<file path="config.mk">
export PLATFORM = sky130hd
export DESIGN_NAME = linear_probe_hash_table
export DESIGN_NICKNAME = d
export VERILOG_FILES = /design/src/rtl/core/lpht_pkg.sv /design/src/rtl/core/lpht_home.sv /design/src/rtl/core/linear_probe_hash_table.sv
export SDC_FILE = /design/constraint.sdc
export NUM_CORES = 1
export LEC_CHECK = 0
export ABC_AREA = 0
export BUFFER_PORTS_ARGS = -buffer_cell sky130_fd_sc_hd__buf_4
export CORE_MARGIN = 4
export CORE_UTILIZATION = 62
export DETAILED_ROUTE_END_ITERATION = 10
export GPL_ROUTABILITY_DRIVEN = 1
export PLACE_DENSITY = 0.84
export SLEW_MARGIN = 0
export SYNTH_ARGS = -nofsm -noshare
export SYNTH_HDL_FRONTEND = slang
export SYNTH_HIERARCHICAL = 1
export SYNTH_SLANG_ARGS = --single-unit
</file>
<file path="constraint.sdc">
create_clock -name clk -period 4.8 [get_ports clk]
set_clock_uncertainty 0.15 [all_clocks]
set_input_delay 0.24 -clock clk [delete_from_list [all_inputs] [get_ports clk]]
set_output_delay 0.24 -clock clk [all_outputs]
set_load 0.03 [all_outputs]
</file>
<file path="src/rtl/core/lpht_pkg.sv">
// ----------------------------------------------------------------------------
// lpht_pkg
// Shared types and codes of the linear-probe hash table.
// ----------------------------------------------------------------------------
package lpht_pkg;

	// Field widths of the input and result words.
	localparam int unsigned VAL_W = 31;
	localparam int unsigned REQ_W = 2;
	localparam int unsigned STS_W = 2;
	localparam int unsigned POS_W = 5;

	typedef logic [VAL_W-1:0] value_t;
	typedef logic [POS_W-1:0] pos_t;

	// Request codes. The fourth code is unused and yields not found.
	localparam logic [REQ_W-1:0] REQ_INSERT = 2'd0;
	localparam logic [REQ_W-1:0] REQ_SEARCH = 2'd1;
	localparam logic [REQ_W-1:0] REQ_DELETE = 2'd2;

	// Result status codes.
	localparam logic [STS_W-1:0] STS_OK        = 2'd0;
	localparam logic [STS_W-1:0] STS_NOT_FOUND = 2'd1;
	localparam logic [STS_W-1:0] STS_FULL      = 2'd2;

	// Control states of the top level.
	typedef enum logic [2:0] {
		ST_CLEAR,
		ST_IDLE,
		ST_HASH,
		ST_PROBE,
		ST_EMIT
	} state_t;

endpackage

</file>
<file path="src/rtl/core/lpht_home.sv">
// ----------------------------------------------------------------------------
// lpht_home
// Remainder unit: value mod SLOTS by a scaled reciprocal, product and remainder registered in turn.
// ----------------------------------------------------------------------------
module lpht_home #(
	parameter int unsigned SLOTS = 16
) (
	input  logic                     clk,
	input  logic                     arst_n,
	input  logic                     start,
	input  lpht_pkg::value_t         value,
	output logic                     done,
	output logic [$clog2(SLOTS)-1:0] rem
);

	// The reciprocal is ceil(2^(VAL_W + IW) / SLOTS). With IW = clog2(SLOTS)
	// the product shifted down by VAL_W + IW is the exact quotient for every
	// VAL_W-bit value, and the reciprocal fits in VAL_W + 1 bits.
	localparam int unsigned IW = $clog2(SLOTS);
	localparam int unsigned KW = lpht_pkg::VAL_W + 1;
	localparam int unsigned PW = lpht_pkg::VAL_W + KW;
	localparam int unsigned SH = lpht_pkg::VAL_W + IW;
	localparam logic [63:0] SCALE   = 64'd1 << SH;
	localparam logic [63:0] RECIP_W = (SCALE + 64'(SLOTS) - 64'd1) / 64'(SLOTS);
	localparam logic [KW-1:0] RECIP = RECIP_W[KW-1:0];
	localparam logic [IW-1:0] S_LO  = IW'(SLOTS);

	logic             busy_q;
	logic             done_q;
	lpht_pkg::value_t v_q;
	logic [PW-1:0]    prod_q;
	logic [IW-1:0]    q_lo;
	logic [IW-1:0]    qs_lo;
	logic [IW-1:0]    rem_q;

	// The remainder is below 2^IW, so the low IW bits of value - q * SLOTS
	// give it exactly.
	always_comb begin
		q_lo  = prod_q[SH +: IW];
		qs_lo = q_lo * S_LO;
	end

	// Step control: the product is taken at start, the remainder in the cycle after.
	always_ff @(posedge clk or negedge arst_n) begin
		if (!arst_n) begin
			busy_q <= 1'b0;
			done_q <= 1'b0;
		end else begin
			busy_q <= start;
			done_q <= busy_q;
		end
	end

	// Datapath registers need no reset.
	always_ff @(posedge clk) begin
		if (start) begin
			v_q    <= value;
			prod_q <= PW'(value) * PW'(RECIP);
		end
		if (busy_q) begin
			rem_q <= v_q[IW-1:0] - qs_lo;
		end
	end

	assign done = done_q;
	assign rem  = rem_q;

endmodule

</file>
<file path="src/rtl/core/linear_probe_hash_table.sv">
// ----------------------------------------------------------------------------
// linear_probe_hash_table
// Open-addressing hash table with linear probing, stored in one memory.
//
//   Channel | Direction | Handshake          | Word
//   --------+-----------+--------------------+-------------------------------
//   in      | input     | in_valid/in_stall  | req_type, value
//   out     | output    | out_valid/out_stall| status, position
//
// After reset a clearing pass empties every slot in turn; in_stall is
// high meanwhile. One request is in work at a time. The home slot comes
// from a reciprocal multiply, then a remainder; the probed slots are read
// through the registered memory read, the last read is judged and the
// output is loaded. The result sits in an output register, so the next
// word is taken while the previous result waits on out_stall; a new
// result then waits until the held one is taken.
// ----------------------------------------------------------------------------
module linear_probe_hash_table #(
	parameter int unsigned SLOTS = 16
) (
	input  logic                                clk,
	input  logic                                arst_n,
	input  logic                                in_valid,
	output logic                                in_stall,
	input  logic [lpht_pkg::REQ_W-1:0]          req_type,
	input  lpht_pkg::value_t                    value,
	output logic                                out_valid,
	input  logic                                out_stall,
	output logic [lpht_pkg::STS_W-1:0]          status,
	output lpht_pkg::pos_t                      position
);

	localparam int unsigned IW = $clog2(SLOTS);
	localparam int unsigned MW = lpht_pkg::VAL_W + 1;
	localparam logic [IW-1:0] LAST_IDX  = IW'(SLOTS - 1);
	localparam logic [IW:0]   SLOTS_CNT = (IW + 1)'(SLOTS);

	lpht_pkg::state_t state_q, state_d;

	// Request registers.
	logic [lpht_pkg::REQ_W-1:0] req_q;
	lpht_pkg::value_t           value_q;

	// Remainder unit.
	logic          hash_start;
	logic          hash_done;
	logic [IW-1:0] hash_rem;
	logic [IW-1:0] home_idx;

	// Memory: each word holds {used, value}.
	logic [MW-1:0] mem [SLOTS];
	logic          mem_we;
	logic [IW-1:0] mem_waddr;
	logic [MW-1:0] mem_wdata;
	logic          mem_re;
	logic [MW-1:0] rdata_s1;

	// Probe control.
	logic [IW-1:0] clr_cnt_q;
	logic [IW-1:0] probe_idx_q;
	logic [IW:0]   issue_cnt_q;
	logic          rd_vld_s1;
	logic [IW-1:0] idx_s1;
	logic          last_s1;
	logic          slot_used;
	logic          hit;
	logic          probe_end;
	logic          req_ok;
	logic          take_in;
	logic          load_out;
	logic [IW:0]   pos_full;

	// Result registers.
	logic [lpht_pkg::STS_W-1:0] res_status_q;
	lpht_pkg::pos_t             res_pos_q;
	logic                       out_valid_q;
	logic [lpht_pkg::STS_W-1:0] status_q;
	lpht_pkg::pos_t             position_q;

	lpht_home #(.SLOTS(SLOTS)) u_home (
		.clk    (clk),
		.arst_n (arst_n),
		.start  (hash_start),
		.value  (value),
		.done   (hash_done),
		.rem    (hash_rem)
	);

	// Home slot is remainder minus one, wrapped to the last slot.
	assign home_idx = (hash_rem == '0) ? LAST_IDX : hash_rem - 1'b1;

	assign req_ok = (req_q == lpht_pkg::REQ_INSERT) || (req_q == lpht_pkg::REQ_SEARCH) ||
		(req_q == lpht_pkg::REQ_DELETE);

	// Evaluate the slot whose word came back from memory.
	assign slot_used = rdata_s1[MW-1];
	always_comb begin
		if (req_q == lpht_pkg::REQ_INSERT) begin
			hit = rd_vld_s1 && !slot_used;
		end else begin
			hit = rd_vld_s1 && slot_used && (rdata_s1[MW-2:0] == value_q);
		end
	end
	assign probe_end = rd_vld_s1 && (hit || last_s1);
	assign pos_full  = {1'b0, idx_s1} + 1'b1;

	// Next state.
	always_comb begin
		state_d = state_q;
		unique case (state_q)
			lpht_pkg::ST_CLEAR: begin
				if (clr_cnt_q == LAST_IDX) state_d = lpht_pkg::ST_IDLE;
			end
			lpht_pkg::ST_IDLE: begin
				if (in_valid) state_d = lpht_pkg::ST_HASH;
			end
			lpht_pkg::ST_HASH: begin
				if (hash_done) state_d = req_ok ? lpht_pkg::ST_PROBE : lpht_pkg::ST_EMIT;
			end
			lpht_pkg::ST_PROBE: begin
				if (probe_end) state_d = lpht_pkg::ST_EMIT;
			end
			lpht_pkg::ST_EMIT: begin
				if (!out_valid_q || !out_stall) state_d = lpht_pkg::ST_IDLE;
			end
			default: state_d = lpht_pkg::ST_IDLE;
		endcase
	end

	// Outputs of the state machine.
	always_comb begin
		in_stall   = 1'b1;
		hash_start = 1'b0;
		mem_we     = 1'b0;
		mem_waddr  = idx_s1;
		mem_wdata  = {1'b0, rdata_s1[MW-2:0]};
		mem_re     = 1'b0;
		load_out   = 1'b0;
		unique case (state_q)
			lpht_pkg::ST_CLEAR: begin
				mem_we    = 1'b1;
				mem_waddr = clr_cnt_q;
				mem_wdata = '0;
			end
			lpht_pkg::ST_IDLE: begin
				in_stall = 1'b0;
			end
			lpht_pkg::ST_HASH: begin
				hash_start = 1'b0;
			end
			lpht_pkg::ST_PROBE: begin
				mem_re = (issue_cnt_q != SLOTS_CNT) && !probe_end;
				if (hit) begin
					mem_we = 1'b1;
					if (req_q == lpht_pkg::REQ_INSERT) begin
						mem_wdata = {1'b1, value_q};
					end else if (req_q == lpht_pkg::REQ_DELETE) begin
						mem_wdata = {1'b0, rdata_s1[MW-2:0]};
					end else begin
						mem_we = 1'b0;
					end
				end
			end
			lpht_pkg::ST_EMIT: begin
				load_out = !out_valid_q || !out_stall;
			end
			default: in_stall = 1'b1;
		endcase
		take_in = !in_stall && in_valid;
		if (take_in) hash_start = 1'b1;
	end

	// Memory with registered read data.
	always_ff @(posedge clk) begin
		if (mem_we) mem[mem_waddr] <= mem_wdata;
		if (mem_re) rdata_s1 <= mem[probe_idx_q];
	end

	// Control registers.
	always_ff @(posedge clk or negedge arst_n) begin
		if (!arst_n) begin
			state_q     <= lpht_pkg::ST_CLEAR;
			clr_cnt_q   <= '0;
			issue_cnt_q <= '0;
			rd_vld_s1   <= 1'b0;
			out_valid_q <= 1'b0;
		end else begin
			state_q <= state_d;
			if (state_q == lpht_pkg::ST_CLEAR) clr_cnt_q <= clr_cnt_q + 1'b1;
			if (state_q == lpht_pkg::ST_HASH) begin
				issue_cnt_q <= '0;
			end else if (mem_re) begin
				issue_cnt_q <= issue_cnt_q + 1'b1;
			end
			rd_vld_s1 <= mem_re;
			if (load_out) begin
				out_valid_q <= 1'b1;
			end else if (!out_stall) begin
				out_valid_q <= 1'b0;
			end
		end
	end

	// Request, probe and result payload registers.
	always_ff @(posedge clk) begin
		if (take_in) begin
			req_q   <= req_type;
			value_q <= value;
		end
		if (state_q == lpht_pkg::ST_HASH) begin
			probe_idx_q <= home_idx;
		end else if (mem_re) begin
			probe_idx_q <= (probe_idx_q == LAST_IDX) ? '0 : probe_idx_q + 1'b1;
		end
		if (mem_re) begin
			idx_s1  <= probe_idx_q;
			last_s1 <= (issue_cnt_q == SLOTS_CNT - 1'b1);
		end
		if (state_q == lpht_pkg::ST_HASH) begin
			res_status_q <= lpht_pkg::STS_NOT_FOUND;
			res_pos_q    <= '0;
		end else if (state_q == lpht_pkg::ST_PROBE && probe_end) begin
			if (hit) begin
				res_status_q <= lpht_pkg::STS_OK;
				res_pos_q    <= lpht_pkg::pos_t'(pos_full);
			end else if (req_q == lpht_pkg::REQ_INSERT) begin
				res_status_q <= lpht_pkg::STS_FULL;
				res_pos_q    <= '0;
			end else begin
				res_status_q <= lpht_pkg::STS_NOT_FOUND;
				res_pos_q    <= '0;
			end
		end
		if (load_out) begin
			status_q   <= res_status_q;
			position_q <= res_pos_q;
		end
	end

	assign out_valid = out_valid_q;
	assign status    = status_q;
	assign position  = position_q;

endmodule

</file>
# Word-level counts from Yosys, hierarchy flattened
# Memory sizes are Yosys's and may differ from the RTL's. A register that Yosys moved wholly into a read port is not among the register bits.
# Cells that the tools add are included.
# totals
register_bits	80
ram_bits	512
output_inout_bits	9
wordCells	94
mem_count	1
# mem_list
name	words	width	read_ports	rd_clocked_by_memory_dff	write_ports	line	rtl
mem	16	32	1	1	1	linear_probe_hash_table.sv:51	logic [MW-1:0] mem [SLOTS];
# op_classes
n_addsub	5
n_eq_ne	17
mux	33
n_reduce_logical	20
# op_table
operator	count
two-way mux 32 bit	2
case mux 32 bit (2 select lines)	1
== test 31 bit	1
two-way mux 4 bit	5
two-way mux 3 bit	6
two-way mux 5 bit	3
case mux 3 bit (5 select lines)	1
two-way mux 1 bit	12
adder 4 x 1 -> 4 bit, second input constant	2
== test 4 bit, second input constant	2
inequality test 2 bit, second input constant	4
logical AND 1 bit	7
== test 3 x 2 -> 1 bit, second input constant	2
adder 4 x 1 -> 5 bit, second input constant	1
adder 5 x 1 -> 5 bit, second input constant	1
== test 5 x 4 -> 1 bit, second input constant	1
inequality test 5 bit, second input constant	1
AND reduction 5 bit	1
logical NOT 1 bit	4
logical NOT 4 bit	1
logical OR 1 bit	4
two-way mux 2 bit	2
inequality test 2 x 1 -> 1 bit, second input constant	2
subtractor 4 x 1 -> 4 bit, second input constant	1
other kinds (8)	8

# Logic depth before layout (Yosys ltp)
# Gate-level depths: netlist of the first run.
# logic_depth
word_depth	10
ltp_mapped	8

# Hierarchy
# The synthesis of the first run kept the hierarchy.
# by_module_without_submodules
mod	n_inst	cells_each	area_each_um2
linear_probe_hash_table	1	1360	24275.8
lpht_home	1	10	290.3

# Least setup slack after synthesis of the first run
# OpenSTA, ideal clock, no wires.
# synth_path
path_type	register -> register
startpoint	register value_q[0]
endpoint	memory mem[12][0] in the netlist's numbering (enable)
setup_time_ns	0.432
t_arrival_ns	3.188
slack_ns	1.030
path_stages_with_launch	8
n_path_buf	1
period_less_slack_ns	3.770
cell_sequence	edfxtp_1 > xor2_1 > nor4_1 > nand4_2 > nor2_2 > buf_4 > o21ai_1 > a21oi_1
# synth_via
elab_chain_len	7
# synth_lines
item	line	rtl
start, declared	linear_probe_hash_table.sv:42	lpht_pkg::value_t value_q;
start signal, assigned	linear_probe_hash_table.sv:208	value_q <= value;
== test 31 bit	linear_probe_hash_table.sv:101	hit = rd_vld_s1 && slot_used && (rdata_s1[MW-2:0] == value_q);
logical AND 1 bit	linear_probe_hash_table.sv:101	
two-way mux 1 bit	linear_probe_hash_table.sv:98	if (req_q == lpht_pkg::REQ_INSERT) begin
two-way mux 1 bit	linear_probe_hash_table.sv:153	if (hit) begin
case mux 1 bit (2 select lines)	linear_probe_hash_table.sv:139	unique case (state_q)
two-way mux 1 bit	linear_probe_hash_table.sv:175	if (mem_we) mem[mem_waddr] <= mem_wdata;
two-way mux 1 bit (implied by the code)	linear_probe_hash_table.sv:175	
end, declared	linear_probe_hash_table.sv:51	
# Every way passes these cells.

# Final worst setup path of the first run
# layout_path
startpoint	register value_q[23]
endpoint	memory mem[6][5] in the netlist's numbering (enable)
# The elaborated chain is that of the path after synthesis.

==> run metrics, run 1 <==
antenna viol nets, final 0; RSZ-0062 raised after global routing no; Final Cycle Share 86.1%; fin util 72.2%; top cell type by total area after synthesis edfxtp_1; CP Max Fanout 15; Worst-Margin Slew between 1000 and 1500 ps; # rows 72; Ports 46; Chip Height 207 um; final WL 59.2 mm; pwr dens 649 mW/mm^2; Final setup viols 0; filler instances 2,172; ANT cells 0; Post-synth EDFFs 601; Post-Synthesis Cells 1,370; area post-placement 0.0259 sq mm; WHS 195 ps; critical path class flop to flop; GRT Total Usage 27.5%; Synth area leaders edfxtp_1 (73%), mux4_2 (5.9%), mux2i_1 (5.5%), a221oi_1 (2.3%), nand2_1 (2.0%); TritonCTS buffer count 58; H-tree depth 2; RePlAce Congestion between 0.8 and 0.9; status finished clean; routed vias between 10,000 and 15,000; first-pass GRT wire length about 90 mm; Max VDD drop 0.487 mV; synthesized flop and latch total 624; Final #Nets ~1,500; HP Class primary input to flop; area occupied by registers 0.0186 sq mm; sequential share of the synthesized area 75.7%; Avg Synthesized Cell Area 17.9 sq um; die width slightly above 200 um; Initial Util 63.1%; largest net degree at the start of global routing 73; crit end category flop; crit start category flop; DIE AREA 0.0429 sq mm; multi-input logic area between 0.005 and 0.006 sq mm; initial antenna violation count 0; leakage power 0.00958 uW; ys flop type edfxtp_1; synth-to-layout area growth 14.4%; Max-Cap Viols 0; top-count cell post-synth edfxtp_1; clk buf depth 3; Overall Power 18,200 uW; distinct cell type count of the synthesized netlist between 50 and 60; share of layout cells above drive strength 1 18.1%; Setup TNS Final 0 ps; Slew HR 11.9%; post-CTS resize count 0; gr ovfl total 0; Initial DRC Count 1,978; clock-pin slew on the worst setup and hold paths about 70 ps; Synth Cell Area 0.0246 sq mm; min Tclk post-route 4130 ps; Detail Placement HPWL 31.9 mm; Fmax achieved approximately 0.24 GHz; asr flop ratio synth approximately 2.6%; warnings from Yosys 6; PortBufs 45; WL/cell just under 30 um; DR vias/cell 6.77; vias in the first global route 14,200; # clock sinks 624; clock root cell clkbuf_16; Detailed Routing Iterations Pass 1 6; Slew Viols, Final 0; clk_lat worst skew around 620 ps; core box area 0.0389 sq mm; top-area cell type share of the netlist area between 70% and 80%; Fin. Hold Viols 0; Crit path required time about 5000 ps; Commonest cells post-synth edfxtp_1 (601), mux2i_1 (134), nand2_1 (133); worst path arrival time 4300 ps; CTS tree built; fin area roughly 0.028 sq mm; # DRC 0; Post-Syn Nets 1,414
[repair_timing]
action | in CTS | in global routing
buffers inserted | 0 | 0
hold buffers | 37 | 0
endpoints found under the hold margin | 63 | 0
[layout make-up]
| cell class | count | share of cell area [%] |
|---|---|---|
| tap | 518 | 2.31 |
| clock buffer | 65 | 5.26 |
| inverter | 9 | 0.120 |
| timing repair buffer | 132 | 4.12 |
| sequential | 624 | 66.1 |
| multi-input combinational | 662 | 20.7 |
| clock inverter | 41 | 1.37 |
[metrics by stage]
step	setup slack, ps	instances
3_5_place_dp	950	1908
3_3_place_gp	1070	1908
6_report	669	2051
4_1_cts	831	2051
2_1_floorplan	1030	1370
5_1_grt	677	2051
[logic make-up (layout without fill, tap and decap cells)]
kind of cell             count (synthesis)  after routing  share of synthesized area (%)
multiplexers                           200            200                           11.4
flip-flops                             624            624                           75.7
XOR/XNOR                                38             38                           1.35
buffers and inverters                   84            247                           1.50
AND/OR/NAND/NOR                        201            201                           3.72
adder cells (fa/ha/maj)                  7              7                          0.357
AO/OA/AOI/OAI                          216            216                           5.97
[power by group]
group / total [uW] / leakage, uW / switching (uW) / internal (uW)
Combinational: 5590 / 0.00294 / 3730 / 1860
Clock: 4580 / 0.000910 / 1990 / 2580
Sequential: 8070 / 0.00573 / 420 / 7650
[worst paths after layout]
path	cells past startpoint	startpoint	end	slack [ps]
worst max-delay path	7	value_q[23]$_DFFE_PP_	mem[6][5]$_DFFE_PP_	670
worst min-delay path	2	value[24]	value_q[24]$_DFFE_PP_	200
worst max register to register	7	value_q[23]$_DFFE_PP_	mem[6][5]$_DFFE_PP_	670
worst min register to register	0	u_home/v_q[1]$_DFFE_PP_	u_home/rem[1]$_DFFE_PP_	280
max in group asynchronous	3	arst_n	state_q[2]$_DFFE_PN0P_	3310
min in group asynchronous	3	arst_n	issue_cnt_q[3]$_DFFE_PN0P_	680
[critical path, cell delays in order (launching register included)]
cell and delay, ps:
edfxtp_1 450, xor2_1 210, nor4_1 860, nand4_2 350, nor2_2 260, o211ai_2 450, a21oi_4 760, buf_4 340
[registers in the layout (all words and copies together), names as in the netlist]
name           count
mem              512
req_q              2
state_q            3
u_home/rem         4
out_valid          1
u_home/v_q         4
last_s1            1
clr_cnt_q          4
u_home/done        1
rdata_s1          32
probe_idx_q        4
rd_vld_s1          1
u_home/busy_q      1
status             2
res_pos_q          5
position           5
value_q           31
idx_s1             4
res_status_q       2
issue_cnt_q        5
[layout by cell type, fill, tap and decap left out, drive strengths merged, types with 10 or more instances in the layout]
cell type    instances
edfxtp             601
mux2i              134
nand2              133
buf                 95
o21ai               72
clkbuf              65
a221oi              64
mux4                64
dlygate4sd3         37
a22oi               34
xor2                34
clkinv              30
a21oi               25
nor2                18
dfrtp               16
inv                 11
nor4                10
[routing by layer]
layer  vias up  global-route usage [%]  wire length, um
li1       5741                       -                -
met1      6885                    37.6            21300
met2      1094                    44.1            28800
met3       175                    5.99             6700
met4         0                    10.8             2390
met5         -                       0                0
Power figures use the tool's default switching activity.
==> run 2, diff against run 1 <==
--- a/config.mk
+++ b/config.mk
@@ -7,8 +7,10 @@
 export LEC_CHECK = 0
 export ABC_AREA = 0
 export BUFFER_PORTS_ARGS = -buffer_cell sky130_fd_sc_hd__buf_4
+export CELL_PAD_IN_SITES_DETAIL_PLACEMENT = 1
+export CELL_PAD_IN_SITES_GLOBAL_PLACEMENT = 1
 export CORE_MARGIN = 4
-export CORE_UTILIZATION = 62
+export CORE_UTILIZATION = 54
 export DETAILED_ROUTE_END_ITERATION = 10
 export GPL_ROUTABILITY_DRIVEN = 1
 export PLACE_DENSITY = 0.84
==> run metrics, run 2 (synthesized netlist as in run 1, its figures left out) <==
status finished clean; Initial DRC Count about 2,000; Final setup viols 0; Fin. Hold Viols 0; worst path arrival time slightly above 4000 ps; clock root cell clkbuf_16; CTS tree built; Slew HR 6.29%; Chip Height between 200 and 250 um; # clock sinks approximately 620; Cell Chain, Critical Path xor2_1 > nor4_1 > nand4_2 > nor2_2 > o211ai_2 > a21oi_4 > buf_4; Overall Power between 15,000 and 20,000 uW; Fmax achieved 0.249 GHz; hold_buf cts 37; largest register by flop count mem; Final Cycle Share between 80% and 90%; core box area 0.0446 sq mm; leakage power 0.00977 uW; most frequent cells in the layout edfxtp_1 (601), mux2i_1 (134), nand2_1 (132), buf_4 (90); HP Class primary input to flop; Slew Viols, Final 0; H-tree depth 2; DR vias/cell 6.73; WL/cell 34.1 um; clock-pin slew on the worst setup and hold paths 70 ps; TritonCTS buffer count 59; CP Max Fanout 32; clk buf depth 3; clk_lat worst skew ~650 ps; r2r endpoint mem[15][16]$_DFFE_PP_; CP max stage delay 900 ps; biggest regs mem: 512 flops, rdata_s1: 32 flops, value_q: 31 flops; Post-CTS Setup Inserts 0; critical path class flop to flop; Detail Placement HPWL about 40 mm; pwr dens 681 mW/mm^2; first-pass GRT wire length 106 mm; crit path max-delay cell type nor4_1; ANT cells 0; RePlAce Congestion 0.807; Critical path buffers and inverters 1; Detailed Routing Iterations Pass 1 6; gr ovfl total 0; Placed Cells 1,991; Final #Nets 1,543; final WL 73.1 mm; Max-Cap Viols 0; die width 221 um; most common cell after layout, fill and taps aside edfxtp_1; RSZ-0062 raised after global routing no; Worst Hold Endpoint value_q[17]$_DFFE_PP_; DIE AREA just under 0.05 sq mm; cells on worst reg2reg path 7; largest net degree at the start of global routing 40; Initial Util 55.1%; share of layout cells above drive strength 1 19.1%; routed vias 14,400; hold path depth 2; Max VDD drop 0.389 mV; # DRC 0; max reg flops 512; crit start category flop; post-CTS resize count 0; GRT Total Usage 29.5%; r2r startpoint value_q[11]$_DFFE_PP_; Crit path max-delay family simple AND/OR/NAND/NOR gates; vias in the first global route 15,100; R2R setup slack 780 ps; antenna viol nets, final 0; Worst-Margin Slew 1400 ps; synth-to-layout area growth 16.5%; Ports between 40 and 50; Hold Crit Start value[17]; Setup TNS Final 0 ps; Crit path required time about 4900 ps; Finished Layout Cells 2,141; # rows 77; min Tclk post-route 4020 ps; PortBufs 45; initial antenna violation count 3; crit end category flop
[run 2: cell count changes in the layout (fill, tap and decap cells not counted), moves of 2 or more]
cell       before  now
buf_12          6   15
bufinv_16       7   11
clkbuf_1        7   10
clkbuf_16      58   60
clkbuf_8        0    4
clkinv_1       19   12
clkinv_2       10    8
o21ai_0        49   42
o21ai_1        21   29
[run 2: layout make-up]
type / instances / area, sq um
Fill cell: 3730 / 16000
Clock inverter: 37 / 497
Sequential cell: 624 / 18600
Clock buffer: 74 / 1590
Tap cell: 592 / 741
Timing Repair Buffer: 143 / 1360
Multi-Input combinational cell: 662 / 5810
Inverter: 9 / 33.8
[run 2: per-layer routing]
metal / wire length [um] / GRT usage [%] / up-vias
li1: - / - / 5765
met1: 26400 / 39.5 / 7383
met2: 34700 / 47.0 / 1044
met3: 8260 / 6.86 / 223
met4: 3650 / 13.3 / 2
met5: 11 / 0 / -
[run 2: metrics by stage]
| step | utilization (%) | hold slack [ps] | worst slack [ps] | instance area (sq um) |
|---|---|---|---|---|
| floorplan | - | -206 | 1030 | 24600 |
| global placement | 58.6 | -33.6 | 1260 | 26100 |
| detailed placement | 58.6 | -32.7 | 1110 | 26100 |
| CTS | 64.1 | 156 | 1080 | 28600 |
| global route | 64.2 | 173 | 758 | 28600 |
| finish | 64.2 | 184 | 779 | 28600 |
[run 2: worst max path at each step]
stage	startpoint	end	slack, ps	cells after the start
after floorplan	value_q[0]$_DFFE_PP_	mem[12][0]$_DFFE_PP_	1030	7
after global placement	value_q[0]$_DFFE_PP_	mem[15][13]$_DFFE_PP_	1260	7
after detailed placement	value_q[22]$_DFFE_PP_	mem[15][13]$_DFFE_PP_	1110	7
after CTS	value_q[0]$_DFFE_PP_	mem[15][6]$_DFFE_PP_	1080	7
after global routing	value_q[11]$_DFFE_PP_	mem[15][8]$_DFFE_PP_	760	7
final	value_q[11]$_DFFE_PP_	mem[15][16]$_DFFE_PP_	780	7
[run 2: worst register-to-register path, delay by kind of cell (launching register included)]
kind	cells	cell delay (ps)
and+or+nand+nor	3	1520
AOI/OAI and AO/OA	2	760
xor gates and xnor gates	1	220
DFF	1	460
buffers and inverters	1	510
[run 2: where the power goes]
group	leakage (uW)	internal [uW]	total [uW]	switching, uW
combinational	0.00302	1970	6200	4230
clock	0.00102	2960	5130	2170
sequential	0.00573	7650	8170	522
==> run 3, diff against run 2 <==
==> constraint.sdc (replaced) <==
create_clock -name clk -period 4.1 [get_ports clk]
set_clock_uncertainty 0.15 [all_clocks]
set_input_delay 0.205 -clock clk [delete_from_list [all_inputs] [get_ports clk]]
set_output_delay 0.205 -clock clk [all_outputs]
set_load 0.03 [all_outputs]
==> run metrics, run 3 (synthesized netlist as in run 1, its figures left out) <==
# DRC 0; first-pass GRT wire length 108 mm; gr ovfl total 0; critical path class flop to flop; WL/cell 34.2 um; R2R setup slack 150 ps; Cell Chain, Critical Path xor2_1 > nor4_1 > nand4_2 > nor2_2 > o211ai_2 > a21oi_4 > buf_4; H-tree depth 2; vias in the first global route 15,400; Detail Placement HPWL 38.7 mm; largest net degree at the start of global routing 71; DIE AREA 0.0490 sq mm; Setup TNS Final 0 ps; biggest regs mem: 512 flops, rdata_s1: 32 flops, value_q: 31 flops; multi-input logic area 0.00581 sq mm; Ports 46; RSZ-0062 raised after global routing no; Max VDD drop 0.404 mV; DR vias/cell 6.71; Final #Nets between 1,500 and 2,000; Fin. Hold Viols 0; Initial DRC Count around 2,000; Final Cycle Share 96.4%; most common cell after layout, fill and taps aside edfxtp_1; Final setup viols 0; RePlAce Congestion 0.787; leakage power 0.00974 uW; Chip Height 221 um; Finished Layout Cells 2,155; crit end category flop; Max-Cap Viols 0; max reg flops 512; CTS tree built; Crit path max-delay family simple AND/OR/NAND/NOR gates; core box area about 0.045 sq mm; initial antenna violation count 2; status finished clean; most frequent cells in the layout edfxtp_1 (601), mux2i_1 (134), nand2_1 (132), buf_4 (113); CP Max Fanout 21; antenna viol nets, final 0; crit path max-delay cell type nor4_1; clk buf depth 3; largest register by flop count mem; CP max stage delay about 880 ps; clock root cell clkbuf_16; Slew HR around 21%; ANT cells 0; Worst-Margin Slew about 1200 ps; TritonCTS buffer count 60; worst path arrival time 4080 ps; Crit path required time 4220 ps; clk_lat worst skew ~630 ps; synth-to-layout area growth 15.9%; Fmax achieved about 0.25 GHz; area occupied by registers 0.0186 sq mm; min Tclk post-route 3950 ps; pwr dens just under 800 mW/mm^2; # rows 77; Initial Util 55.1%; post-CTS resize count 0; share of layout cells above drive strength 1 19.7%; HP Class primary input to flop; crit start category flop; routed vias around 14,000; GRT Total Usage 30.0%; final WL roughly 74 mm; Detailed Routing Iterations Pass 1 7; clock-pin slew on the worst setup and hold paths roughly 70 ps; Placed Cells around 2,000; # clock sinks ~620; filler instances 3,703; Critical path buffers and inverters 1; PortBufs 45; Slew Viols, Final 0; die width 221 um
==> run 3: cell count changes in the layout (fill, tap and decap cells not counted), sizes merged <==
| cell | previous run | this run |
|---|---|---|
| buf | 106 | 124 |
| clkbuf | 74 | 73 |
| clkinv | 22 | 26 |
| bufinv | 11 | 5 |
| inv | 11 | 10 |
==> run 3: what timing repair did <==
| action | CTS | global route |
|---|---|---|
| hold buffers | 37 | 0 |
| setup buffers | 0 | 0 |
| endpoints found under the hold margin | 64 | 0 |
==> run 3: layout make-up <==
type                    count  area share, %
clock buffers              73           5.52
clock inverters            34           1.03
inverters                   9          0.119
multi-input cells         662           20.4
flip-flops and latches    624           65.3
well taps                 592           2.60
repair buffers            161           5.05
==> run 3: metrics by stage <==
step | util [%] | area (sq um) | power (uW) | hold WS (ps) | setup slack [ps]
after floorplan | - | 24600 | 13600 | -241 | 330
after global placement | 58.8 | 26200 | 15800 | -66.1 | 645
after detailed placement | 58.8 | 26200 | 16300 | -64.4 | 456
after CTS | 63.8 | 28500 | 21800 | 148 | 372
after global routing | 63.8 | 28500 | 22900 | 172 | 133
final | 63.8 | 28500 | 22100 | 179 | 149
==> run 3: path summary, 6_finish.rpt <==
| kind | start | endpoint | cells past startpoint |
|---|---|---|---|
| min in group asynchronous | arst_n | u_home/busy_q$_DFF_PN0_ | 3 |
| min | value[11] | value_q[11]$_DFFE_PP_ | 2 |
| min reg2reg | u_home/v_q[2]$_DFFE_PP_ | u_home/rem[2]$_DFFE_PP_ | 0 |
| max reg2reg | value_q[11]$_DFFE_PP_ | mem[7][14]$_DFFE_PP_ | 7 |
| max in group asynchronous | arst_n | rd_vld_s1$_DFF_PN0_ | 3 |
| max | value_q[11]$_DFFE_PP_ | mem[7][14]$_DFFE_PP_ | 7 |
==> run 3: per-layer routing <==
layer / global-route usage, % / routed length (um)
met1: 39.6 / 26900
met2: 48.8 / 35800
met3: 6.31 / 7290
met4: 13.2 / 3610
met5: 0 / 17
==> run 3: where the power goes <==
| part | internal, uW | switching, uW |
|---|---|---|
| combinational | 2350 | 4820 |
| sequential | 8930 | 509 |
| clock | 3030 | 2490 |
